$ cat config.mk
export PLATFORM = sky130hd
export DESIGN_NAME = multichannel_decimator_avg_peak_core_flat
export DESIGN_NICKNAME = d
export VERILOG_FILES = /design/src/rtl/mdap_pkg.sv /design/src/rtl/mdap_in_if.sv /design/src/rtl/mdap_out_if.sv /design/src/rtl/mdap_div.sv /design/src/rtl/mdap_dpath.sv /design/src/rtl/mdap_ctrl.sv /design/src/rtl/multichannel_decimator_avg_peak_core.sv /design/src/flat_wrapper.sv
export SDC_FILE = /design/constraint.sdc
export NUM_CORES = 2
export LEC_CHECK = 0
export BUFFER_PORTS_ARGS = -buffer_cell sky130_fd_sc_hd__buf_2
export CORE_ASPECT_RATIO = 1.1
export CORE_MARGIN = 2
export CORE_UTILIZATION = 58
export CTS_CLUSTER_SIZE = 40
export DETAILED_ROUTE_END_ITERATION = 10
export PLACE_DENSITY_LB_ADDON = 0.15
export SLEW_MARGIN = 10
export SYNTH_ARGS = -nofsm -noshare
export SYNTH_HDL_FRONTEND = slang
export SYNTH_SLANG_ARGS = --single-unit
$ cat constraint.sdc
create_clock -name clk -period 5.6 [get_ports clk]
set_input_delay 0.28 -clock clk [delete_from_list [all_inputs] [get_ports clk]]
set_output_delay 0.28 -clock clk [all_outputs]
set_load 0.05 [all_outputs]
$ cat src/rtl/mdap_pkg.sv
`timescale 1ns / 1ps
// ----------------------------------------------------------------------------
// mdap_pkg: shared types and constants for the multichannel decimator
// Field widths, config register indexes and the controller/datapath
// command and status groups.
// ----------------------------------------------------------------------------
package mdap_pkg;

  // field widths
  localparam int SAMPLE_W   = 16;
  localparam int CHAN_W     = 3;
  localparam int FACTOR_W   = 11;
  localparam int ACC_W      = 32;
  localparam int DIVIDEND_W = ACC_W + 1;
  localparam int DIV_STEPS  = DIVIDEND_W;
  localparam int PROD_W     = SAMPLE_W + FACTOR_W + 1;

  // config port
  localparam int CFG_IDX_W  = 2;
  localparam int CFG_DATA_W = FACTOR_W;

  localparam logic [CFG_IDX_W-1:0] CFG_FACTOR = 2'd0;
  localparam logic [CFG_IDX_W-1:0] CFG_MODE   = 2'd1;

  // parameter defaults
  localparam int DEF_CHANNELS   = 8;
  localparam int DEF_MAX_FACTOR = 1024;

  // saturation limits
  localparam logic [SAMPLE_W-1:0] SAT_POS = 16'h7fff;
  localparam logic [SAMPLE_W-1:0] SAT_NEG = 16'h8000;

  // controller to datapath
  typedef struct packed {
    logic load;
    logic eval;
    logic div_start;
    logic sat;
    logic mul;
    logic fix;
    logic emit;
  } dp_cmd_t;

  // datapath to controller
  typedef struct packed {
    logic ch_ok;
    logic pass;
    logic block_end;
    logic avg;
    logic div_done;
    logic slot_free;
  } dp_status_t;

endpackage

$ cat src/rtl/mdap_in_if.sv
`timescale 1ns / 1ps
// ----------------------------------------------------------------------------
// mdap_in_if: input sample channel
// Valid/ready handshake carrying one channel-tagged sample per word.
// ----------------------------------------------------------------------------
interface mdap_in_if;
  logic                                 valid;
  logic                                 ready;
  logic signed [mdap_pkg::SAMPLE_W-1:0] sample_in;
  logic        [mdap_pkg::CHAN_W-1:0]   channel_in;

  modport source (output valid, output sample_in, output channel_in, input ready);
  modport sink   (input valid, input sample_in, input channel_in, output ready);
endinterface

$ cat src/rtl/mdap_out_if.sv
`timescale 1ns / 1ps
// ----------------------------------------------------------------------------
// mdap_out_if: decimated sample channel
// Valid/ready handshake carrying one channel-tagged result per word.
// ----------------------------------------------------------------------------
interface mdap_out_if;
  logic                                 valid;
  logic                                 ready;
  logic signed [mdap_pkg::SAMPLE_W-1:0] sample_out;
  logic        [mdap_pkg::CHAN_W-1:0]   channel_out;

  modport source (output valid, output sample_out, output channel_out, input ready);
  modport sink   (input valid, input sample_out, input channel_out, output ready);
endinterface

$ cat src/rtl/mdap_div.sv
`timescale 1ns / 1ps
// ----------------------------------------------------------------------------
// mdap_div: bit-serial signed divider
// Restoring division of a signed dividend by an unsigned factor, one
// quotient bit per cycle; returns quotient magnitude and sign.
// ----------------------------------------------------------------------------
module mdap_div (
  input  logic                                   clk,
  input  logic                                   rst,
  input  logic                                   start,
  input  logic signed [mdap_pkg::DIVIDEND_W-1:0] dividend,
  input  logic        [mdap_pkg::FACTOR_W-1:0]   divisor,
  output logic                                   done,
  output logic        [mdap_pkg::DIVIDEND_W-1:0] quo,
  output logic                                   neg
);

  localparam int STEP_W = $clog2(mdap_pkg::DIV_STEPS);

  logic                                busy;
  logic [STEP_W-1:0]                   step;
  logic [mdap_pkg::FACTOR_W-1:0]       rem;
  logic [mdap_pkg::FACTOR_W-1:0]       dvs;
  logic [mdap_pkg::FACTOR_W:0]         trial;
  logic                                ge;
  logic [mdap_pkg::FACTOR_W-1:0]       rem_next;

  // one restoring step
  always_comb begin
    trial    = {rem, quo[mdap_pkg::DIVIDEND_W-1]};
    ge       = trial >= {1'b0, dvs};
    rem_next = ge ? mdap_pkg::FACTOR_W'(trial - {1'b0, dvs})
                  : mdap_pkg::FACTOR_W'(trial);
  end

  // iteration control and shift registers
  always_ff @(posedge clk) begin
    if (rst) begin
      busy <= 1'b0;
      done <= 1'b0;
      step <= '0;
    end else begin
      done <= 1'b0;
      if (start) begin
        busy <= 1'b1;
        step <= '0;
        neg  <= dividend[mdap_pkg::DIVIDEND_W-1];
        quo  <= dividend[mdap_pkg::DIVIDEND_W-1] ? -dividend : dividend;
        rem  <= '0;
        dvs  <= divisor;
      end else if (busy) begin
        rem  <= rem_next;
        quo  <= {quo[mdap_pkg::DIVIDEND_W-2:0], ge};
        step <= step + 1'b1;
        if (step == STEP_W'(mdap_pkg::DIV_STEPS - 1)) begin
          busy <= 1'b0;
          done <= 1'b1;
        end
      end
    end
  end

  // partial remainder stays below the divisor
  a_rem_bound: assert property (@(posedge clk) disable iff (rst)
    busy |-> rem < dvs) else $error("divider remainder out of range");

  // done follows the final step only
  a_done_end: assert property (@(posedge clk) disable iff (rst)
    done |-> !busy && $past(busy)) else $error("divider done without run");

endmodule

$ cat src/rtl/mdap_dpath.sv
`timescale 1ns / 1ps
// ----------------------------------------------------------------------------
// mdap_dpath: decimator datapath
// Config registers, per-channel accumulator/count/peak state, rounding
// divider, remainder multiply and the output register.
// ----------------------------------------------------------------------------
module mdap_dpath #(
  parameter int CHANNELS   = mdap_pkg::DEF_CHANNELS,
  parameter int MAX_FACTOR = mdap_pkg::DEF_MAX_FACTOR
) (
  input  logic                                   clk,
  input  logic                                   rst,
  input  logic                                   cfg_we,
  input  logic        [mdap_pkg::CFG_IDX_W-1:0]  cfg_index,
  input  logic        [mdap_pkg::CFG_DATA_W-1:0] cfg_data,
  input  logic signed [mdap_pkg::SAMPLE_W-1:0]   sample_in,
  input  logic        [mdap_pkg::CHAN_W-1:0]     channel_in,
  input  logic                                   dout_ready,
  output logic                                   dout_valid,
  output logic signed [mdap_pkg::SAMPLE_W-1:0]   sample_out,
  output logic        [mdap_pkg::CHAN_W-1:0]     channel_out,
  input  mdap_pkg::dp_cmd_t                      cmd,
  output mdap_pkg::dp_status_t                   st
);

  localparam int CH_W = (CHANNELS > 1) ? $clog2(CHANNELS) : 1;

  // config registers
  logic [mdap_pkg::FACTOR_W-1:0] decim_factor;
  logic                          use_average;
  logic [mdap_pkg::FACTOR_W-1:0] fct;

  // per-channel state
  logic [mdap_pkg::ACC_W-1:0]    accumulator [CHANNELS];
  logic [mdap_pkg::FACTOR_W-1:0] sample_count [CHANNELS];
  logic [mdap_pkg::SAMPLE_W-1:0] block_peak [CHANNELS];

  // item and work registers
  logic signed [mdap_pkg::SAMPLE_W-1:0] smp;
  logic        [mdap_pkg::CHAN_W-1:0]   chn;
  logic        [mdap_pkg::ACC_W-1:0]    acc_hold;
  logic signed [mdap_pkg::SAMPLE_W-1:0] q_sat;
  logic signed [mdap_pkg::PROD_W-1:0]   prod;
  logic        [mdap_pkg::SAMPLE_W-1:0] res;

  logic [CH_W-1:0]                      idx;
  logic [mdap_pkg::ACC_W-1:0]           acc_sum;
  logic [mdap_pkg::SAMPLE_W-1:0]        mag;
  logic [mdap_pkg::SAMPLE_W-1:0]        peak_new;
  logic [mdap_pkg::FACTOR_W:0]          cnt_inc;
  logic signed [mdap_pkg::DIVIDEND_W-1:0] dividend;
  logic                                 div_done;
  logic [mdap_pkg::DIVIDEND_W-1:0]      qmag;
  logic                                 qneg;
  logic                                 clear_all;

  // effective factor: zero acts as one, large values clamp
  always_comb begin
    if (decim_factor == '0) begin
      fct = mdap_pkg::FACTOR_W'(1);
    end else if (32'(decim_factor) > MAX_FACTOR) begin
      fct = mdap_pkg::FACTOR_W'(MAX_FACTOR);
    end else begin
      fct = decim_factor;
    end
  end

  // item evaluation
  always_comb begin
    idx      = CH_W'(chn);
    acc_sum  = accumulator[idx] + mdap_pkg::ACC_W'(smp);
    if (!smp[mdap_pkg::SAMPLE_W-1]) begin
      mag = smp;
    end else if (smp == $signed(mdap_pkg::SAT_NEG)) begin
      mag = mdap_pkg::SAT_POS;
    end else begin
      mag = -smp;
    end
    peak_new = (mag > block_peak[idx]) ? mag : block_peak[idx];
    cnt_inc  = {1'b0, sample_count[idx]} + 1'b1;
    dividend = $signed({acc_hold[mdap_pkg::ACC_W-1], acc_hold})
             + $signed(mdap_pkg::DIVIDEND_W'(fct >> 1));
    clear_all = cfg_we && (cfg_index == mdap_pkg::CFG_FACTOR ||
                           cfg_index == mdap_pkg::CFG_MODE);
  end

  // status to the controller
  always_comb begin
    st.ch_ok     = 32'(chn) < CHANNELS;
    st.pass      = fct == mdap_pkg::FACTOR_W'(1);
    st.block_end = cnt_inc >= {1'b0, fct};
    st.avg       = use_average;
    st.div_done  = div_done;
    st.slot_free = !dout_valid || dout_ready;
  end

  mdap_div u_div (
    .clk      (clk),
    .rst      (rst),
    .start    (cmd.div_start),
    .dividend (dividend),
    .divisor  (fct),
    .done     (div_done),
    .quo      (qmag),
    .neg      (qneg)
  );

  // config registers and channel state
  always_ff @(posedge clk) begin
    if (rst) begin
      decim_factor <= mdap_pkg::FACTOR_W'(1);
      use_average  <= 1'b1;
    end else if (cfg_we) begin
      if (cfg_index == mdap_pkg::CFG_FACTOR) begin
        decim_factor <= cfg_data;
      end else if (cfg_index == mdap_pkg::CFG_MODE) begin
        use_average <= cfg_data[0];
      end
    end

    if (rst || clear_all) begin
      for (int c = 0; c < CHANNELS; c++) begin
        accumulator[c]  <= '0;
        sample_count[c] <= '0;
        block_peak[c]   <= '0;
      end
    end else if (cmd.eval && st.ch_ok && !st.pass) begin
      sample_count[idx] <= st.block_end ? '0 : mdap_pkg::FACTOR_W'(cnt_inc);
      if (use_average) begin
        accumulator[idx] <= acc_sum;
      end else begin
        block_peak[idx] <= st.block_end ? '0 : peak_new;
      end
    end else if (cmd.fix) begin
      // keep the remainder as dither
      accumulator[idx] <= acc_hold - mdap_pkg::ACC_W'(prod);
    end
  end

  // item capture and rounding pipeline
  always_ff @(posedge clk) begin
    if (cmd.load) begin
      smp <= sample_in;
      chn <= channel_in;
    end
    if (cmd.eval) begin
      acc_hold <= acc_sum;
      res      <= st.pass ? smp : peak_new;
    end
    if (cmd.sat) begin
      if (!qneg) begin
        q_sat <= (qmag > mdap_pkg::DIVIDEND_W'(32767)) ? $signed(mdap_pkg::SAT_POS)
                                                        : $signed(qmag[15:0]);
      end else begin
        q_sat <= (qmag > mdap_pkg::DIVIDEND_W'(32768)) ? $signed(mdap_pkg::SAT_NEG)
                                                        : -$signed(qmag[15:0]);
      end
    end
    if (cmd.mul) begin
      prod <= $signed(mdap_pkg::PROD_W'(q_sat))
            * $signed(mdap_pkg::PROD_W'({1'b0, fct}));
      res  <= q_sat;
    end
  end

  // output register
  always_ff @(posedge clk) begin
    if (rst) begin
      dout_valid <= 1'b0;
    end else if (cmd.emit) begin
      dout_valid <= 1'b1;
    end else if (dout_ready) begin
      dout_valid <= 1'b0;
    end
    if (cmd.emit) begin
      sample_out  <= res;
      channel_out <= chn;
    end
  end

  // a pending word is never overwritten
  a_no_overwrite: assert property (@(posedge clk) disable iff (rst)
    cmd.emit |-> (!dout_valid || dout_ready)) else $error("output word overwritten");

  // remainder write-back only happens in average mode
  a_fix_avg: assert property (@(posedge clk) disable iff (rst)
    cmd.fix |-> use_average) else $error("remainder update in peak mode");

endmodule

$ cat src/rtl/mdap_ctrl.sv
`timescale 1ns / 1ps
// ----------------------------------------------------------------------------
// mdap_ctrl: decimator controller
// Sequences one sample word through evaluate, then for an average result
// divide, saturate, multiply and remainder steps, and output for any result.
// ----------------------------------------------------------------------------
module mdap_ctrl (
  input  logic                 clk,
  input  logic                 rst,
  input  logic                 din_valid,
  output logic                 din_ready,
  input  mdap_pkg::dp_status_t st,
  output mdap_pkg::dp_cmd_t    cmd
);

  typedef enum logic [2:0] {
    S_IDLE,
    S_EVAL,
    S_PREP,
    S_DIV,
    S_SAT,
    S_MUL,
    S_FIX,
    S_EMIT
  } state_t;

  state_t state;

  // state register
  always_ff @(posedge clk) begin
    if (rst) begin
      state <= S_IDLE;
    end else begin
      unique case (state)
        S_IDLE: begin
          if (din_valid) state <= S_EVAL;
        end
        S_EVAL: begin
          priority if (!st.ch_ok)    state <= S_IDLE;
          else if (st.pass)          state <= S_EMIT;
          else if (!st.block_end)    state <= S_IDLE;
          else if (st.avg)           state <= S_PREP;
          else                       state <= S_EMIT;
        end
        S_PREP: state <= S_DIV;
        S_DIV: begin
          if (st.div_done) state <= S_SAT;
        end
        S_SAT:  state <= S_MUL;
        S_MUL:  state <= S_FIX;
        S_FIX:  state <= S_EMIT;
        S_EMIT: begin
          if (st.slot_free) state <= S_IDLE;
        end
        default: state <= S_IDLE;
      endcase
    end
  end

  // command decode
  always_comb begin
    din_ready     = state == S_IDLE;
    cmd.load      = (state == S_IDLE) && din_valid;
    cmd.eval      = state == S_EVAL;
    cmd.div_start = state == S_PREP;
    cmd.sat       = state == S_SAT;
    cmd.mul       = state == S_MUL;
    cmd.fix       = state == S_FIX;
    cmd.emit      = (state == S_EMIT) && st.slot_free;
  end

  // divider completion lands while waiting on it
  a_done_in_div: assert property (@(posedge clk) disable iff (rst)
    st.div_done |-> state == S_DIV) else $error("divider done outside divide step");

  // no word taken while a division runs
  a_div_hold: assert property (@(posedge clk) disable iff (rst)
    (state == S_DIV && !st.div_done) |=> state == S_DIV)
    else $error("left divide step early");

endmodule

$ cat src/rtl/multichannel_decimator_avg_peak_core.sv
`timescale 1ns / 1ps
// ----------------------------------------------------------------------------
// multichannel_decimator_avg_peak_core: per-channel averaging/peak decimator
// Pass-through and peak words go from evaluation straight to the output
// register; an average block end first runs the 33-step divider.
// A new word is taken only once the last one is through, and a full
// output register holds the controller until the pending word leaves.
// Reset (rst, synchronous): factor 1, average mode, all channel state clear.
// ----------------------------------------------------------------------------
module multichannel_decimator_avg_peak_core #(
  parameter int CHANNELS   = mdap_pkg::DEF_CHANNELS,
  parameter int MAX_FACTOR = mdap_pkg::DEF_MAX_FACTOR
) (
  input  logic                                clk,
  input  logic                                rst,
  input  logic                                cfg_we,
  input  logic [mdap_pkg::CFG_IDX_W-1:0]      cfg_index,
  input  logic [mdap_pkg::CFG_DATA_W-1:0]     cfg_data,
  mdap_in_if.sink                             din,
  mdap_out_if.source                          dout
);

  mdap_pkg::dp_cmd_t    cmd;
  mdap_pkg::dp_status_t st;

  // sequencing
  mdap_ctrl u_ctrl (
    .clk       (clk),
    .rst       (rst),
    .din_valid (din.valid),
    .din_ready (din.ready),
    .st        (st),
    .cmd       (cmd)
  );

  // arithmetic and channel state
  mdap_dpath #(
    .CHANNELS   (CHANNELS),
    .MAX_FACTOR (MAX_FACTOR)
  ) u_dpath (
    .clk         (clk),
    .rst         (rst),
    .cfg_we      (cfg_we),
    .cfg_index   (cfg_index),
    .cfg_data    (cfg_data),
    .sample_in   (din.sample_in),
    .channel_in  (din.channel_in),
    .dout_ready  (dout.ready),
    .dout_valid  (dout.valid),
    .sample_out  (dout.sample_out),
    .channel_out (dout.channel_out),
    .cmd         (cmd),
    .st          (st)
  );

endmodule

$ cat src/flat_wrapper.sv
// flat-port wrapper written by rule: the top's interface ports become plain ports
module multichannel_decimator_avg_peak_core_flat 
#(
  parameter int CHANNELS   = mdap_pkg::DEF_CHANNELS,
  parameter int MAX_FACTOR = mdap_pkg::DEF_MAX_FACTOR
)
  (clk, rst, cfg_we, cfg_index, cfg_data, din_valid, din_sample_in, din_channel_in, din_ready, dout_valid, dout_sample_out, dout_channel_out, dout_ready);
  mdap_in_if din_i ();
  mdap_out_if dout_i ();
  input  logic clk;
  input  logic rst;
  input  logic cfg_we;
  input  logic [mdap_pkg::CFG_IDX_W-1:0] cfg_index;
  input  logic [mdap_pkg::CFG_DATA_W-1:0] cfg_data;
  input wire logic [$bits(din_i.valid)-1:0] din_valid;
  input wire logic [$bits(din_i.sample_in)-1:0] din_sample_in;
  input wire logic [$bits(din_i.channel_in)-1:0] din_channel_in;
  output wire logic [$bits(din_i.ready)-1:0] din_ready;
  output wire logic [$bits(dout_i.valid)-1:0] dout_valid;
  output wire logic [$bits(dout_i.sample_out)-1:0] dout_sample_out;
  output wire logic [$bits(dout_i.channel_out)-1:0] dout_channel_out;
  input wire logic [$bits(dout_i.ready)-1:0] dout_ready;
  assign din_i.valid = din_valid;
  assign din_i.sample_in = din_sample_in;
  assign din_i.channel_in = din_channel_in;
  assign din_ready = din_i.ready;
  assign dout_valid = dout_i.valid;
  assign dout_sample_out = dout_i.sample_out;
  assign dout_channel_out = dout_i.channel_out;
  assign dout_i.ready = dout_ready;
  multichannel_decimator_avg_peak_core #(.CHANNELS(CHANNELS), .MAX_FACTOR(MAX_FACTOR)) u_core (.clk(clk), .rst(rst), .cfg_we(cfg_we), .cfg_index(cfg_index), .cfg_data(cfg_data), .din(din_i), .dout(dout_i));
endmodule
; Yosys cells after proc, flatten, opt, wreduce, memory -nomap -nowiden
; Memory sizes are Yosys's and may differ from the RTL's. A register that Yosys moved wholly into a read port is not among the register bits.
; Index checks and enable logic that the tools add are counted.
[classes]
addsub = 9
n_mul = 1
order_cmp = 6
eq_ne = 14
n_mux = 61
n_bitwise = 4
n_reduce_logical = 25
[ops]
columns = operator, n
row1 = 2-to-1 mux 16 bit, 11
row2 = 2-to-1 mux 33 bit, 3
row3 = 2-to-1 mux 11 bit, 6
row4 = 2-to-1 mux 32 bit, 2
row5 = 2-to-1 mux 3 bit, 12
row6 = adder 32 x 11 -> 33 bit, 1
row7 = "greater-than comparator 33 x 15 -> 1 bit, second input constant", 1
row8 = "greater-than comparator 33 x 16 -> 1 bit, second input constant", 1
row9 = negator 33 bit, 1
row10 = adder 32 bit, 1
row11 = negator 16 bit, 2
row12 = OR reduction 32 bit, 1
row13 = subtractor 32 bit, 1
row14 = multiplier 16 x 12 -> 28 bit, 1
row15 = 2-to-1 mux 1 bit, 26
row16 = greater-or-equal comparator 12 x 11 -> 1 bit, 2
row17 = one-hot mux 3 bit (8 select lines), 1
row18 = "equality test 16 bit, second input constant", 1
row19 = greater-than comparator 16 bit, 1
row20 = OR reduction 16 bit, 1
row21 = "adder 11 x 1 -> 12 bit, second input constant", 1
row22 = "equality test 3 bit, second input constant", 4
row23 = "equality test 11 x 1 -> 1 bit, second input constant", 1
row24 = "greater-than comparator 11 bit, second input constant", 1
row25 = 21 further kinds, 37
[word_totals]
ff_bits = 210
ram_bits = 472
inputBits = 37
out_inout_bits = 21
memories = 3
[memory_table]
columns = memory, depth, width, rd, rd_clocked_by_memory_dff, wr, line_no
row1 = u_core.u_dpath.accumulator, 8, 32, 1, 1, 8, mdap_dpath.sv:34  ; logic [mdap_pkg::ACC_W-1:0] accumulator [CHANNELS];
row2 = u_core.u_dpath.block_peak, 8, 16, 1, 1, 8, mdap_dpath.sv:36  ; logic [mdap_pkg::SAMPLE_W-1:0] block_peak [CHANNELS];
row3 = u_core.u_dpath.sample_count, 8, 11, 1, 1, 8, mdap_dpath.sv:35  ; logic [mdap_pkg::FACTOR_W-1:0] sample_count [CHANNELS];

; Longest topological paths before layout
[depth]
ltp_word = 12
ltp_mapped = 25

; Hierarchy
; From an unflattened synthesis, not the netlist that was laid out.
[hier_totals]
cells_unflattened = 3685
hier_area_um2 = 41969.0
[modules_own_cells]
columns = mod, instances, cells_each, area_per_inst_um2
row1 = mdap_dpath, 1, 3285, 37942.6
row2 = mdap_div, 1, 366, 3723.6
row3 = mdap_ctrl, 1, 34, 302.8

; Least setup slack after synthesis
; No wires, ideal clock.
[synth_path]
path_kind = register to register
from = register u_core.u_dpath.decim_factor[10] (netlist bit)
to = register u_core.u_dpath.prod[27] (netlist bit), data pin
setup_ps = 259
arrival_time_ps = 5726
required_time_ps = 5341
path_slack_ps = -386
path_stages_with_launch = 25
n_path_buf = 3
synth_period_minus_slack_ps = 5986
cell_sequence = dfxtp_1 > clkbuf_1 > nor2b_1 > clkbuf_1 > clkbuf_1 > nand2_1 > fa_1 > inv_1 > fa_1 > fa_1 > fa_1 > inv_1 > fa_1 > inv_1 > ha_1 > nand2_1 > nor2_1 > and3_1 > a32oi_1 > o311ai_0 > a31oi_1 > o21bai_1 > a21oi_1 > a21oi_1 > xnor2_1
[synth_between]
elab_chain_len = 4
elab_cells_between_ends = 5
classes_between = 1 x mul / 1 x order compare / 2 x mux / 1 x reduce/logical
[synth_rtl]
columns = element, line_no
row1 = start: declaration, mdap_dpath.sv:29  ; logic [mdap_pkg::FACTOR_W-1:0] decim_factor;
row2 = start signal: assignment, mdap_dpath.sv:111  ; decim_factor <= mdap_pkg::FACTOR_W'(1);
row3 = start signal: assignment, mdap_dpath.sv:115  ; decim_factor <= cfg_data;
row4 = greater-than comparator 11 bit, mdap_dpath.sv:61  ; end else if (32'(decim_factor) > MAX_FACTOR) begin
row5 = 2-to-1 mux 11 bit, mdap_dpath.sv:61
row6 = 2-to-1 mux 11 bit (*), mdap_dpath.sv:59  ; if (decim_factor == '0) begin
row7 = "named net u_core.u_dpath.fct, one bit", mdap_dpath.sv:31  ; logic [mdap_pkg::FACTOR_W-1:0] fct;
row8 = multiplier 16 x 12 -> 28 bit (*), mdap_dpath.sv:161  ; * $signed(mdap_pkg::PROD_W'({1'b0, fct}));
row9 = end signal: assignment, mdap_dpath.sv:160  ; prod <= $signed(mdap_pkg::PROD_W'(q_sat))
row10 = end: declaration, mdap_dpath.sv:43  ; logic signed [mdap_pkg::PROD_W-1:0] prod;
; Mark *: on every way through the listed nets, which the timed path passes. The rest lies on a longest branch.
; A chain may end at the register's enable or synchronous reset.

; Final worst setup path
[layout_path]
from = register u_core.u_dpath.decim_factor[10] (netlist bit)
to = register u_core.u_dpath.prod[27] (netlist bit), data pin
[layout_between]
elab_chain_len = 4
elab_cells_between_ends = 5
classes_between = 1 x mul / 1 x order compare / 2 x mux / 1 x reduce/logical
[layout_rtl]
columns = element, line_no
row1 = greater-than comparator 11 bit, mdap_dpath.sv:61
row2 = 2-to-1 mux 11 bit, mdap_dpath.sv:61
row3 = 2-to-1 mux 11 bit (*), mdap_dpath.sv:59
row4 = multiplier 16 x 12 -> 28 bit (*), mdap_dpath.sv:161
; Mark *: on every way between the ends. The rest lies on a longest branch, timed or not.

==> results.tsv <==
stage	metric	value	unit
run_status	status	finished with violations	
run_status	violations	negative setup slack	
clocking	htree_levels	3	
drt	post_drt_wl_per_cell	22.3	um
logic_synthesis	ys_seq_elements	685	
global_route	grt_pass1_wl	171000	um
global_route	grt_overflow	0	
power_and_ir_drop	pwr-share-clk	26.1	%
final_layout	syn2layout_area_growth	14.3	%
sta	final_max_slew_viol_count	0	
sta	tightest_slew	1170	ps
min_path	hold_path_class	in -> reg	
power_and_ir_drop	netSwitchingPower	6.67	mW
floorplanning	fp.dieH	286	um
drt	first_pass_iters	5	
floorplanning	die_area	0.0747	mm2
clocking	cts_tree	yes	
setup_path	endpoint	u_core.u_dpath.prod[27]	
clocking	clkTransAtPathRegs	60	ps
power_and_ir_drop	leakagePower	19.3	nW
clocking	cts_buffer_depth	3	
logic_synthesis	ys_seq_area_share	48.2	%
flow_run	maxCapViolations	0	
setup_path	slowest_stage	fa_1	
floorplanning	start_util	58.6	%
clocking	cts_buffers	73	
floorplanning	core_area	0.0718	mm2
logic_synthesis	synthesis.area	0.0421	mm2
sta	setup_tns	-332	ps
setup_path	cp-start-kind	flop	
global_route	grt_pass1_vias	30140	
clocking	clock_latency	650	ps
power_and_ir_drop	seq_power_share	36.2	%
drt	routed_wl	111000	um
global_route	grt_max_degree	65	
final_layout	diodes	0	
logic_synthesis	synth_edf_count	658	
power_and_ir_drop	p_int	11.8	mW
setup_path	ff2ff_path_depth	25	
drt	num_vias	29815	
drt	drt_iter0_markers	2837	
floorplanning	rows	103	
global_route	grt_usage	29.9	%
floorplanning	die_w	261	um
clocking	cts_root_buffer	clkbuf_16	
setup_path	path_common_cell	fa_1	
global_route	antenna_found_initial	0	
sta	worst_slack	-92.7	ps
drt	drc	0	
setup_path	critical_path_buf_inv_count	7	
sta	hold_viol	0	
floorplanning	io_pins	58	
placed_design	gp_congestion	0.954	
sta	setup_violations	5	
sta	finalClockSkew	57.8	ps
setup_path	crit_required	5920	ps
final_layout	drive_gt1_share	18.1	%
power_and_ir_drop	p_sw_share	36.1	%
setup_path	cpPeakStageDelay	520	ps
logic_synthesis	netlist_instances	3732	
logic_synthesis	synth.distinct_cells	85	
final_layout	n_fill_cell	5326	
final_layout	fin_cells	4972	
power_and_ir_drop	pwr-share-comb	37.6	%
placed_design	port_buffers	57	
sta	fin_crit	5690	ps
setup_path	critPathTopFamily	adder cells	
logic_synthesis	synth_flop_cell	edfxtp_1	
setup_path	criticalPathCategory	reg -> reg	
power_and_ir_drop	vdd.ir_drop.worst	0.340	mV
sta	clock.fmax	176	MHz
setup_path	cp-startpoint	u_core.u_dpath.decim_factor[10]	
setup_path	r2r_end	u_core.u_dpath.prod[27]	
power_and_ir_drop	p_per_area	383	mW/mm2
setup_path	cp.depth	25	
setup_path	r2r-start	u_core.u_dpath.decim_factor[10]	
setup_path	cp_max_fo	7	
logic_synthesis	async_flop_share	0	%
sta	post-route-period-util	102	%
placed_design	placedCellCount	4755	
final_layout	fin_nets	4350	
clocking	clkSinkCount	685	
logic_synthesis	ys.warnings.count	0	
placed_design	hpwl	77400	um
drt	ant_nets	0	
sta	relSlewSlack	21.9	%
drt	via_per_inst	6.00	
setup_path	endpoint_kind	flop	
setup_path	arrival	6020	ps
logic_synthesis	syn_nets	4113	
power_and_ir_drop	p_total	18.4	mW
setup_path	reg2reg_setup_slack	-90	ps
logic_synthesis	avgSynthCellArea	11.3	um2
sta	rsz0062_at_grt	yes	
synthesized netlist by cell type (19+ instances only):
| master | count | area share, % |
|---|---|---|
| a21o_1 | 38 | 0.68 |
| a21oi_1 | 136 | 1.6 |
| a31oi_1 | 19 | 0.28 |
| and2_1 | 63 | 0.94 |
| buf_2 | 20 | 0.24 |
| clkbuf_1 | 142 | 1.3 |
| dfxtp_1 | 27 | 1.3 |
| edfxtp_1 | 658 | 47 |
| fa_1 | 165 | 7.9 |
| ha_1 | 179 | 5.3 |
| inv_1 | 334 | 3.0 |
| mux2_2 | 53 | 1.4 |
| mux2i_1 | 48 | 1.1 |
| mux4_2 | 118 | 6.3 |
| nand2_1 | 320 | 2.9 |
| nand2b_1 | 20 | 0.30 |
| nand3_1 | 52 | 0.62 |
| nand4_1 | 38 | 0.56 |
| nor2_1 | 630 | 5.6 |
| nor2b_1 | 42 | 0.62 |
| nor3_1 | 36 | 0.43 |
| o211ai_1 | 23 | 0.41 |
| o21a_1 | 32 | 0.57 |
| o21ai_0 | 103 | 1.2 |
| o21ai_1 | 21 | 0.25 |
| or3_1 | 24 | 0.36 |
| xnor2_1 | 102 | 2.1 |
| xor2_1 | 68 | 1.4 |
stage by stage:
step / setup slack (ps) / util [%] / area [um2] / hold slack [ps]
global route: -301 / 67.0 / 48100 / 97.7
global placement: -191 / 61.9 / 44500 / 410
CTS: -48.2 / 66.6 / 47800 / 44.2
floorplan: -18.0 / - / 42200 / 379
finish: -92.7 / 67.0 / 48100 / 82.0
detailed placement: -266 / 61.9 / 44500 / 409
worst min-delay path by stage:
stage | from | to | cells past startpoint
2_1_floorplan | din_channel_in[0] | u_core.u_dpath.chn[0] | 0
3_3_place_gp | u_core.u_dpath.res[10] | u_core.u_dpath.sample_out[10] | 0
3_5_place_dp | u_core.u_dpath.res[10] | u_core.u_dpath.sample_out[10] | 0
4_1_cts | dout_ready | u_core.u_dpath.dout_valid | 4
5_1_grt | dout_ready | u_core.u_dpath.dout_valid | 4
6_report | dout_ready | u_core.u_dpath.dout_valid | 4
per-layer routing:
metal / vias up / share of wire (%) / global-route usage [%] / wire length (um)
met2: 1243 / 49 / 49.2 / 54000
li1: 13570 / - / - / -
met1: 14808 / 41 / 40.9 / 44900
met3: 194 / 7.7 / 4.92 / 8550
met5: - / 0 / 0 / 0
met4: 0 / 2.9 / 9.79 / 3240
state kept, by name, summed over array words and instances (netlist names), 16 cells and up, named ones only:
register	flops
u_core.u_dpath.accumulator	256
u_core.u_dpath.block_peak	128
u_core.u_dpath.sample_count	88
u_core.u_dpath.u_div.quo	33
u_core.u_dpath.acc_hold	32
u_core.u_dpath.prod	28
u_core.u_dpath.q_sat	16
u_core.u_dpath.res	16
u_core.u_dpath.sample_out	16
u_core.u_dpath.smp	16
power by group through the flow:
stage          combinational, mW  clock [mW]  sequential, mW
3_3_place_gp                6.44           0            6.76
5_1_grt                     7.57        5.08            6.72
2_1_floorplan               4.58           0            6.52
3_5_place_dp                6.56           0            6.78
6_report                    6.94        4.82            6.68
4_1_cts                     6.78        4.89            6.68
placed cells by master (no fill, tap or decap), drive strengths merged, types with 38 or more instances in the layout:
cell    instances
mux2i          50
buf           309
mux4          118
nor2b          42
fa            165
xor2           68
nand3          58
inv           339
nor2          630
a21o           38
xnor2         102
and2           63
nand2         320
ha            179
edfxtp        658
o21ai         124
nand4          38
clkbuf         93
a21oi         136
mux2           53
cell families (layout without fill, tap and decap cells):
logic type               after synthesis  in the layout  synth area share [%]
buffers and inverters                513            808                  4.79
XOR/XNOR                             170            170                  3.54
AO/OA/AOI/OAI                        491            491                  7.42
flip-flops                           685            685                  48.2
multiplexers                         221            221                  8.94
AND/OR/NAND/NOR                     1308           1308                  13.9
adder cells (fa/ha/maj)              344            344                  13.2
worst reg2reg max path: stages (launching register included):
cell and delay (ps):
dfxtp_4 370, buf_12 130, nor2b_4 100, buf_6 140
buf_6 100, buf_8 100, nand2_2 60, fa_1 510
inv_1 50, fa_1 470, fa_1 520, fa_1 520
inv_2 50, fa_1 480, inv_1 40, ha_1 280
a21o_1 200, a21o_1 180, a21o_1 160, nand2_1 90
o311ai_2 120, a31oi_2 180, o21bai_1 110, a21oi_2 170
a21oi_2 80, xnor2_1 150
cell type report:
type | count | area [um2] | share of cell area, %
clock buffer | 93 | 1940 | 4.04
timing repair buffer | 341 | 2690 | 5.59
tap | 945 | 1180 | 2.46
inverter | 334 | 1250 | 2.61
sequential | 685 | 20300 | 42.2
clock inverter | 40 | 433 | 0.900
multi-input combinational | 2534 | 20300 | 42.2
what timing repair did:
item / CTS / global route
endpoints found under the setup margin: 7 / 21
hold buffers: 32 / 0
cloned: 0 / 0
pin swaps: 87 / 42
gates resized for setup: 85 / 57
buffers inserted: 44 / 10
endpoints found under the hold margin: 35 / 0
Note: power is estimated with default switching activity, not from simulation.
